`src/sv/coupled_fourier_potential_eval_assert.svh`:
```
// Assertion macros for the coupled Fourier potential evaluator.
// No dependencies; included by coupled_fourier_potential_eval, the module that carries assertions.
`ifndef COUPLED_FOURIER_POTENTIAL_EVAL_ASSERT_SVH
`define COUPLED_FOURIER_POTENTIAL_EVAL_ASSERT_SVH
// Implication checked on every clock edge outside reset.
`define CFP_ASSERT_IMP(lbl, clk, rstn, a, c) \
  lbl: assert property (@(posedge clk) disable iff (!rstn) (a) |-> (c)) \
    else $error("assertion failed");
// Implication whose consequent is checked in the cycle after the antecedent.
`define CFP_ASSERT_NEXT(lbl, clk, rstn, a, c) \
  lbl: assert property (@(posedge clk) disable iff (!rstn) (a) |=> (c)) \
    else $error("assertion failed");
`endif

```
`src/sv/cfp_pkg.sv`:
```
// Types and constants for the coupled Fourier potential evaluator.
// No dependencies.
package cfp_pkg;
  typedef struct packed {
    logic        cmd;
    logic [7:0]  coef_index;
    logic signed [31:0] coef_value;
    logic [15:0] angle_0;
    logic [15:0] angle_1;
    logic [15:0] angle_2;
    logic [15:0] angle_3;
  } cfp_in_t;

  typedef struct packed {
    logic [30:0] potential;
    logic        clamped_to_zero;
  } cfp_out_t;

  localparam logic CMD_WRITE = 1'b0;
  localparam logic CMD_EVAL  = 1'b1;
  localparam logic [0:0] REG_HARMONICS = 1'b0;
  localparam logic [0:0] REG_ANGLES    = 1'b1;

  localparam int CordicSteps = 16;
  localparam logic signed [33:0] CordicGain = 34'sd652032874;
  localparam logic signed [17:0] TrigOne = 18'sd32768;

  function automatic logic signed [33:0] atan_turn(input logic [3:0] i);
    logic signed [33:0] r;
    case (i)
      4'd0: r = 34'sd536870912;  4'd1: r = 34'sd316933406;
      4'd2: r = 34'sd167458907;  4'd3: r = 34'sd85004756;
      4'd4: r = 34'sd42667331;   4'd5: r = 34'sd21354465;
      4'd6: r = 34'sd10679838;   4'd7: r = 34'sd5340245;
      4'd8: r = 34'sd2670163;    4'd9: r = 34'sd1335087;
      4'd10: r = 34'sd667544;    4'd11: r = 34'sd333772;
      4'd12: r = 34'sd166886;    4'd13: r = 34'sd83443;
      4'd14: r = 34'sd41721;     4'd15: r = 34'sd20861;
      default: r = '0;
    endcase
    return r;
  endfunction

  // Round a Q2.30 value half up to Q2.15 and limit to one.
  function automatic logic signed [17:0] to_q15(input logic signed [33:0] v);
    logic signed [33:0] r;
    r = (v + 34'sd16384) >>> 15;
    if (r > 34'sd32768) r = 34'sd32768;
    if (r < -34'sd32768) r = -34'sd32768;
    return r[17:0];
  endfunction

  typedef enum logic [2:0] {
    ST_IDLE, ST_TRIG, ST_CONST, ST_TERM, ST_DRAIN, ST_DONE
  } cfp_state_e;
endpackage

```
`src/sv/cfp_cordic.sv`:
```
// Iterative CORDIC: cos and sin in Q2.15 of a 32-bit phase, one step a cycle.
// Depends on cfp_pkg.
module cfp_cordic import cfp_pkg::*; (
  input  logic clk_i,
  input  logic rst_ni,
  input  logic start_i,
  input  logic [31:0] phase_i,
  output logic done_o,
  output logic signed [17:0] cos_o,
  output logic signed [17:0] sin_o
);
  logic signed [33:0] x_q, x_d, y_q, y_d, z_q, z_d;
  logic [1:0] quad_q, quad_d;
  logic [3:0] step_q, step_d;
  logic busy_q, busy_d;
  logic done_q, done_d;
  logic signed [17:0] cc, ss;

  always_comb begin
    x_d = x_q; y_d = y_q; z_d = z_q; quad_d = quad_q;
    step_d = step_q; busy_d = busy_q; done_d = 1'b0;
    if (start_i) begin
      x_d = CordicGain; y_d = '0;
      z_d = {4'd0, phase_i[29:0]};
      quad_d = phase_i[31:30];
      step_d = '0; busy_d = 1'b1;
    end else if (busy_q) begin
      if (!z_q[33]) begin
        x_d = x_q - (y_q >>> step_q); y_d = y_q + (x_q >>> step_q);
        z_d = z_q - atan_turn(step_q);
      end else begin
        x_d = x_q + (y_q >>> step_q); y_d = y_q - (x_q >>> step_q);
        z_d = z_q + atan_turn(step_q);
      end
      step_d = step_q + 4'd1;
      if (step_q == 4'(CordicSteps - 1)) begin
        busy_d = 1'b0; done_d = 1'b1;
      end
    end
  end

  always_ff @(posedge clk_i or negedge rst_ni) begin
    if (!rst_ni) begin
      busy_q <= 1'b0; done_q <= 1'b0; step_q <= '0;
    end else begin
      busy_q <= busy_d; done_q <= done_d; step_q <= step_d;
    end
  end

  always_ff @(posedge clk_i) begin
    x_q <= x_d; y_q <= y_d; z_q <= z_d; quad_q <= quad_d;
  end

  always_comb begin
    cc = to_q15(x_q);
    ss = to_q15(y_q);
    case (quad_q)
      2'd0: begin cos_o = cc;  sin_o = ss;  end
      2'd1: begin cos_o = -ss; sin_o = cc;  end
      2'd2: begin cos_o = -cc; sin_o = -ss; end
      default: begin cos_o = ss; sin_o = -cc; end
    endcase
  end
  assign done_o = done_q;
endmodule

```
`config.mk`:
```
export PLATFORM = sky130hd
export DESIGN_NAME = cfp_cordic
export DESIGN_NICKNAME = d
export VERILOG_FILES = /design/src/sv/coupled_fourier_potential_eval_assert.svh /design/src/sv/cfp_pkg.sv /design/src/sv/cfp_cordic.sv
export SDC_FILE = /design/constraint.sdc
export NUM_CORES = 1
export LEC_CHECK = 0
export BUFFER_PORTS_ARGS = -buffer_cell sky130_fd_sc_hd__buf_2
export CORE_MARGIN = 5
export CORE_UTILIZATION = 35
export DETAILED_ROUTE_END_ITERATION = 8
export PLACE_DENSITY_LB_ADDON = 0.08
export RECOVER_POWER = 50
export SLEW_MARGIN = 20
export SYNTH_ARGS = -nofsm -noshare
export SYNTH_HDL_FRONTEND = slang
export SYNTH_SLANG_ARGS = --single-unit
```
`constraint.sdc`:
```
create_clock -name clk_i -period 16.3 [get_ports clk_i]
set_clock_uncertainty 0.05 [all_clocks]
set_input_delay 1.63 -clock clk_i [delete_from_list [all_inputs] [get_ports clk_i]]
set_output_delay 1.63 -clock clk_i [all_outputs]
set_load 0.02 [all_outputs]
```
==> results by group, run 1 <==
Logic synthesis
  – Post-Syn Nets: 2500
  – Synth top area share: 11.7%
  – Count of unique library cells instantiated by Yosys: 100
  – Top cells by count, synth: nor2_1 (232), nand2_1 (211), a21oi_1 (153), xnor2_1 (132), o21ai_0 (124)
  – Synth Warn #: 0
  – Ys flop type: dfxtp_1
  – FF+latch count, synth: 110
  – Top-count cell post-synth: nor2_1
  – Asr flop ratio synth: 5.45%
  – Post-Synthesis Cell Area: 18700 µm²
  – Post-synth EDFFs: 32
  – Synth area leader: mux4_2
  – Mean Syn Cell Area: 7.96 µm²
  – Dominant cells by area after synthesis: mux4_2 (12%), dfxtp_1 (7.7%), ha_1 (7.6%)
  – Gate Count Post-Synth: 2349
  – Seq/Total Area, Yosys: 13.7%

STA
  – Least-Margin Pin Slew: 3.31 ns
  – Max Clk Rate: 105 MHz
  – Tcrit/Tclk final: 58.2%
  – Setup violators final: 0
  – Hold_ws: 0.457 ns
  – Slew HR: -120%
  – Final hold vios: 0
  – Min cycle time layout: 9.49 ns
  – RSZ-0062 raised after global routing: false
  – Fin Setup TNS: 0 ns
  – Fin. max-slew vios: 219

Setup path
  – Setup CP Type: reg2reg
  – CP max-delay cell: clkbuf_1
  – CP Cell Sequence: clkbuf_1 -> or2_0 -> o22ai_1 -> a211oi_1 -> inv_1 -> ha_1 -> o311a_1 -> and3_1 -> nand2_1 -> nor2_1 -> nor2_1 -> xnor2_1 -> ha_1 -> and3_1 -> a21boi_0 -> o41a_1 -> nor3_1 -> a2111oi_1 -> a41oi_1 -> a21oi_1 -> xnor2_1 -> a21oi_1 -> a31o_1
  – CP startpoint kind: flip-flop
  – Register-to-Register Setup Slack: 6.81 ns
  – Nature of the critical path endpoint: flip-flop
  – Worst R2R End: x_q[33]
  – Critical path startpoint: step_q[2]
  – Critical R2R Launch: step_q[2]
  – WP data required: 16.55 ns
  – R2R depth: 23
  – CP peak stage delay: 2.40 ns
  – CP Capture Point: x_q[33]
  – Worst Path Max Fanout: 66
  – CP Data Arrival Time: 9.75 ns

Route
  – Top Layer Used: met5
  – Wire per inst: 22.0 µm
  – Met3 WL: 3.30 mm
  – Vias per cell: 6.05
  – Vias: 18000
  – Final ANT Viol Nets: 0
  – DRT iter0 DRCs: 1282
  – WL met2: 32.3 mm
  – Residual DRC: 0
  – Pre-antenna DRT Iters: 5
  – Final WL: 65.7 mm
  – M1 WL: 28.7 mm

Clocking
  – Reg clk slew, reported paths: 0.08 ns
  – Clk sink count: 110
  – Clk Latency, worst-skew pair: 0.41 ns
  – Setup Fix Bufs, Post-CTS: 0
  – H-tree Lvls: 3
  – Cts bufs inserted: 9
  – Post_cts resized: 0
  – Max clock buf depth: 2
  – CTS tree: built
  – Clock root buffer: clkbuf_16
  – Hold-fix buffers, CTS: 0

GRT
  – Vias in the first global route: 17500
  – Global-route wire length before repair: 102 mm
  – Largest net degree at the start of global routing: 77
  – Total Routing Usage GR: 22.1%
  – Initial antenna violation count: 1
  – Grt total ovfl: 0

Floorplanning
  – Top Ports: 72
  – FP Rows: 84
  – Die area: 58100 µm²
  – Die Span Y: 241 µm
  – Area of the core: 52800 µm²
  – Initial Util: 35.4%
  – Die Wd: 241 µm

Placed design
  – Final RePlAce weighted congestion: 0.906
  – Input/output buffers: 71
  – DP Wirelength: 48.7 mm

Final layout
  – N_diodes: 0
  – Synth-to-layout area growth: 5.34%
  – Final nets: 2440
  – Post-Route Utilization: 37.3%
  – Layout cell share with drive strength beyond 1: 12.7%

Run status
  – Status: finished with violations
  – Failing checks: capacitance limit, slew limit

Run
  – Max-cap viol count: 4

Worst hold path
  – Hold crit path type: reg2reg
## area by class of cell
class	count	area, µm²
flip-flops and latches	110	2570
multi-input cells	2011	15200
repair buffers	104	569
well taps	688	861
fillers	5520	33100
inverters	53	199
clock inverters	5	88.8
clock buffers	11	233
## sequential cells by signal, indices dropped and copies added, names as in the netlist
name and cells:
step_q 4, x_q 34, quad_q 2, busy_q 1, done_o 1, y_q 34
z_q 34
## per-layer routing
layer / global-route usage [%] / vias to the layer above
met3: 3.45 / 84
li1: - / 8692
met2: 38.8 / 542
met5: 0 / -
met4: 5.69 / 2
met1: 28.5 / 8708
## cells in the final DEF (no fill, tap or decap), types with 12 or more instances in the layout
cell / n
nor2_1: 231
nand2_1: 211
a21oi_1: 153
xnor2_1: 132
o21ai_0: 124
ha_1: 113
mux4_2: 97
xor2_1: 81
mux2i_1: 78
dfxtp_1: 71
nor3_1: 68
buf_2: 65
a31oi_1: 50
nand3_1: 50
inv_1: 47
a21o_1: 47
mux2_2: 43
a211oi_1: 42
and3_1: 38
nand2b_1: 34
edfxtp_1: 32
o21a_1: 30
nor2b_1: 28
and2_1: 27
buf_4: 26
nor4_1: 23
o211ai_1: 22
nand4_1: 19
o22ai_1: 16
or2_2: 15
clkbuf_1: 15
a22o_1: 14
o31ai_1: 14
a41oi_1: 13
o21bai_1: 13
a21boi_0: 12
## how the worst min path moves through the flow
stage,start,endpoint,slack (ns),cells after the start
after floorplan,z_q[31],z_q[31],0.41,1
after global placement,z_q[32],z_q[32],0.43,1
after detailed placement,z_q[32],z_q[32],0.43,1
after CTS,z_q[32],z_q[32],0.45,1
after global routing,z_q[32],z_q[32],0.46,1
final,z_q[31],z_q[31],0.46,1
## metrics by stage
step,std cells,cell area (µm²),worst slack (ns)
detailed placement,2966,19400,8.55
floorplan,2349,18700,9.68
CTS,2982,19700,8.23
global route,2982,19700,5.99
global placement,2966,19400,8.60
finish,2982,19700,6.81
## critical path: cells and delay by family (launching register included)
kind            cells  cell delay [ns]
flops               1             1.06
fa+ha+maj           2             0.57
compound gates     10             2.95
buf+inv             2             2.50
xor+xnor            2             0.24
simple gates        7             2.01
## cell families (layout without fill, tap and decap cells)
kind of cell             after synthesis  count (layout)  share of synthesized area [%]
adder cells (fa/ha/maj)              116             116                           7.88
AO/OA/AOI/OAI                        652             652                           23.2
flip-flops                           110             110                           13.7
AND/OR/NAND/NOR                      801             801                           20.6
buffers and inverters                228             173                           5.21
XOR/XNOR                             213             213                           9.98
multiplexers                         229             229                           19.5
Power of run 1 is left out: the tool's default activity adds up to more than one toggle a clock period on the data nets, which glitch-free logic cannot reach.
==> inputs of run 2 (changes only) <==
--- a/config.mk
+++ b/config.mk
@@ -5,6 +5,7 @@
 export SDC_FILE = /design/constraint.sdc
 export NUM_CORES = 1
 export LEC_CHECK = 0
+export ABC_AREA = 1
 export BUFFER_PORTS_ARGS = -buffer_cell sky130_fd_sc_hd__buf_2
 export CORE_MARGIN = 5
 export CORE_UTILIZATION = 35
==> constraint.sdc (replaced) <==
create_clock -name clk_i -period 9.5 [get_ports clk_i]
set_clock_uncertainty 0.05 [all_clocks]
set_input_delay 0.95 -clock clk_i [delete_from_list [all_inputs] [get_ports clk_i]]
set_output_delay 0.95 -clock clk_i [all_outputs]
set_load 0.02 [all_outputs]
==> run 2 against run 1 <==
- the flow still finishes with violations (capacitance limit, slew limit)
- critical path depth rose by 4
- utilization fell by 0.10 points
- via count rose by 17%
- wire length rose by 8.6%
- worst hold slack got worse by 0.023 ns
- cell count rose by 33%
- area after synthesis fell by 0.13%
- flip-flop and latch count did not move
- non-clock buffer count fell by 18
- sequential share of layout area barely moved
- global-route usage rose by 1.9 points
- highest routed layer is now met4
==> results by group, run 2 <==
Logic synthesis
  – Synth top area share: 18.1% (+6.5 points)
  – Asr flop ratio synth: 5.45% (unchanged)
  – Count of unique library cells instantiated by Yosys: 61 (-39%)
  – Adder-cell area share of the yosys netlist: 7.89% (+0.010 points)
  – Gate Count Post-Synth: 3284 (+40%)
  – Post-Synthesis Cell Area: 18700 µm² (-0.13%)
  – XOR/XNOR share of the synthesized area: 6.57% (-3.4 points)
  – Simple-gate share of the synthesized area: 43.6% (+23 points)
  – Top cells by count, synth: nand2_1 (903), nand3_1 (445), inv_1 (374), nor2_1 (290), a21oi_1 (203)
  – Top-count cell post-synth: nand2_1
  – Compound-gate portion of the synthesized area: 17.1% (-6.2 points)
  – Post-synthesis mux area share: 0% (-19 points)
  – Dominant cells by area after synthesis: nand2_1 (18%), nand3_1 (12%), dfxtp_1 (7.7%)
  – Synth Warn #: 0 (unchanged)
  – Post-synth EDFFs: 32 (unchanged)
  – Post-Syn Nets: 3435 (+37%)
  – Ys flop type: dfxtp_1
  – Seq/Total Area, Yosys: 13.7% (+0.017 points)
  – Mean Syn Cell Area: 5.69 µm² (-29%)
  – Synth area leader: nand2_1
  – Largest family of logic cells by synthesized area: simple AND/OR/NAND/NOR gates
  – FF+latch count, synth: 110 (unchanged)

Setup path
  – Setup CP Type: reg2reg
  – Register-to-Register Setup Slack: 2.28 ns (-4.52 ns)
  – CP startpoint kind: flip-flop
  – WP data required: 9.75 ns (-6.80 ns)
  – Critical R2R Launch: step_q[1]
  – Worst Path Max Fanout: 65 (-1.5%)
  – Nature of the critical path endpoint: flip-flop
  – CP Data Arrival Time: 7.47 ns (-2.28 ns)
  – R2R depth: 27 (+17%)
  – Worst R2R End: z_q[31]

STA
  – Least-Margin Pin Slew: 3.38 ns (+0.0699 ns)
  – Min cycle time layout: 7.22 ns (-2.28 ns)
  – Tcrit/Tclk final: 76.0% (+18 points)
  – Max Clk Rate: 139 MHz (+32%)
  – Fin Setup TNS: 0 ns (unchanged)
  – Worst Slack Setup Final: 2.28 ns (-4.52 ns)
  – Fin. max-slew vios: 239 (+9.1%)
  – RSZ-0062 raised after global routing: false
  – Setup violators final: 0 (unchanged)
  – Final hold vios: 0 (unchanged)
  – Slew HR: -125% (-4.7 points)

Final layout
  – N_diodes: 0 (unchanged)
  – Most frequent cells in the layout: nand2_1 (903), nand3_1 (447), inv_1 (373)
  – Largest registers: x_q (34), y_q (34), z_q (34)
  – Commonest non-fill, non-tap cell in the layout: nand2_1
  – Final nets: 3413 (+40%)
  – Layout cell share with drive strength beyond 1: 6.61% (-6.1 points)
  – Synth-to-layout area growth: 5.19%
  – Final instance area: 19600 µm² (-0.27%)
  – Layout fillers: 6006 (+8.8%)
  – Post-Route Utilization: 37.2% (-0.10 points)

Worst hold path
  – Hold Crit Depth: 2 (+1)
  – Hold endpoint: x_q[0]
  – Hold crit path type: reg2reg
  – Hold Startpoint: x_q[0]

Clocking
  – Hold-fix buffers, CTS: 0 (unchanged)
  – Max clock buf depth: 2 (unchanged)
  – CTS tree: built
  – Post_cts resized: 0 (unchanged)
  – Clock root buffer: clkbuf_16
  – Cts bufs inserted: 9 (unchanged)
  – H-tree Lvls: 3 (unchanged)
  – Reg clk slew, reported paths: 0.09 ns (about the same)
  – Clk sink count: 110 (unchanged)
  – Setup Fix Bufs, Post-CTS: 0 (unchanged)
  – Clk Latency, worst-skew pair: 0.40 ns (about the same)

Placed design
  – Final RePlAce weighted congestion: 0.909 (+0.30%)
  – DP Wirelength: 55.8 mm (+15%)
  – Place WS: 2.68 ns (-5.87 ns)
  – DP Area: 19400 µm² (about the same)
  – Input/output buffers: 71 (unchanged)

Power and ir drop
  – Leakage: 9.75 nW
  – Worst IR Drop VDD: 0.184 mV
  – Power Dens Cells: 446 nW/µm²

Floorplanning
  – FP Rows: 84 (unchanged)
  – Top Ports: 72 (unchanged)
  – Die Wd: 241 µm (about the same)
  – Die Span Y: 241 µm (about the same)
  – Initial Util: 35.4% (-0.045 points)
  – Area of the core: 52800 µm² (unchanged)
  – Die area: 58100 µm² (-0.12%)

Route
  – Vias: 21200 (+17%)
  – Final ANT Viol Nets: 0 (unchanged)
  – Pre-antenna DRT Iters: 8 (+3)
  – DRT iter0 DRCs: 1572 (+23%)
  – Wire per inst: 18.1 µm (-18%)
  – Residual DRC: 0 (unchanged)
  – Final WL: 71.4 mm (+8.6%)
  – Vias per cell: 5.35 (-11%)

GRT
  – Vias in the first global route: 20200 (+16%)
  – Global-route wire length before repair: 111 mm (+9.3%)
  – Largest net degree at the start of global routing: 91 (+18%)
  – Total Routing Usage GR: 24.1% (+1.9 points)
  – Initial antenna violation count: 0 (-1)
  – Grt total ovfl: 0 (unchanged)

Run
  – Max-cap viol count: 5 (+1)

Run status
  – Failing checks: capacitance limit, slew limit
  – Status: finished with violations
-- run 2: cell types whose count changed after synthesis, moves of 44 or more --
cell | before | now
mux2i_1 | 78 | 0
mux4_2 | 97 | 0
nor2_1 | 232 | 290
o21ai_0 | 124 | 188
clkbuf_1 | 101 | 48
nand3_1 | 50 | 445
inv_1 | 47 | 374
xnor2_1 | 132 | 31
mux2_2 | 44 | 0
a21oi_1 | 153 | 203
nand2_1 | 211 | 903
-- run 2: cells by family after synthesis --
| logic type | Yosys count |
|---|---|
| AO/OA/AOI/OAI | 560 |
| XOR/XNOR | 140 |
| adder cells (fa/ha/maj) | 116 |
| buffers and inverters | 514 |
| flip-flops | 110 |
| AND/OR/NAND/NOR | 1844 |
-- run 2: layout make-up --
type                            instances  area, µm²  share of cell area [%]
Timing Repair Buffer                   86        429                    2.18
Clock buffer                            9        225                    1.15
Inverter                              395       1490                    7.58
Sequential cell                       110       2560                    13.0
Clock inverter                          7       67.6                   0.344
Multi-Input combinational cell       2660      14000                    71.3
Tap cell                              688        861                    4.38
-- run 2: stage by stage --
stage               hold WS, ns  power [mW]  instances
global placement          0.417        8.31       3939
detailed placement        0.422        8.33       3939
finish                    0.434        8.75       3955
global route              0.456        9.79       3955
CTS                       0.352        8.80       3955
floorplan                 0.394        6.43       3284
-- run 2: critical path, cell delays in order (launching register included) --
cell,delay [ns]
dfrtp_4,0.75
inv_1,1.54
ha_1,0.48
inv_1,0.14
nor2_1,0.06
o21ai_0,0.30
o21ai_0,0.18
inv_1,0.16
ha_1,0.20
nand4_1,0.13
clkinv_1,0.06
nand2_1,0.09
o31ai_4,0.55
xor2_1,0.17
ha_1,0.38
a21oi_1,0.16
inv_1,0.07
a31oi_1,0.12
o21ai_0,0.15
nand2_1,0.09
nand3_1,0.15
a21o_1,0.22
a21boi_0,0.31
o21ai_0,0.20
nand2_1,0.09
nand2_1,0.04
o21ai_0,0.18
inv_1,0.06
-- run 2: metal layers --
metal / routed length (µm) / track usage [%]
met4: 3210 / 9.66
met2: 35000 / 43.1
met5: 0 / 0
met1: 30400 / 29.7
met3: 2750 / 2.22
-- run 2: worst max-delay path by stage --
stage / from / to
floorplan: step_q[0] / z_q[31]
global placement: step_q[1] / z_q[31]
detailed placement: step_q[1] / z_q[31]
CTS: step_q[1] / z_q[31]
global route: step_q[1] / z_q[31]
finish: step_q[1] / z_q[31]
-- run 2: report_power, final --
part           leakage, nW  switching, mW  internal [mW]
clock                0.134          0.235          0.185
sequential            1.01          0.366          0.727
combinational         8.61           4.79           2.45
Note: power is estimated with default switching activity, not from simulation.
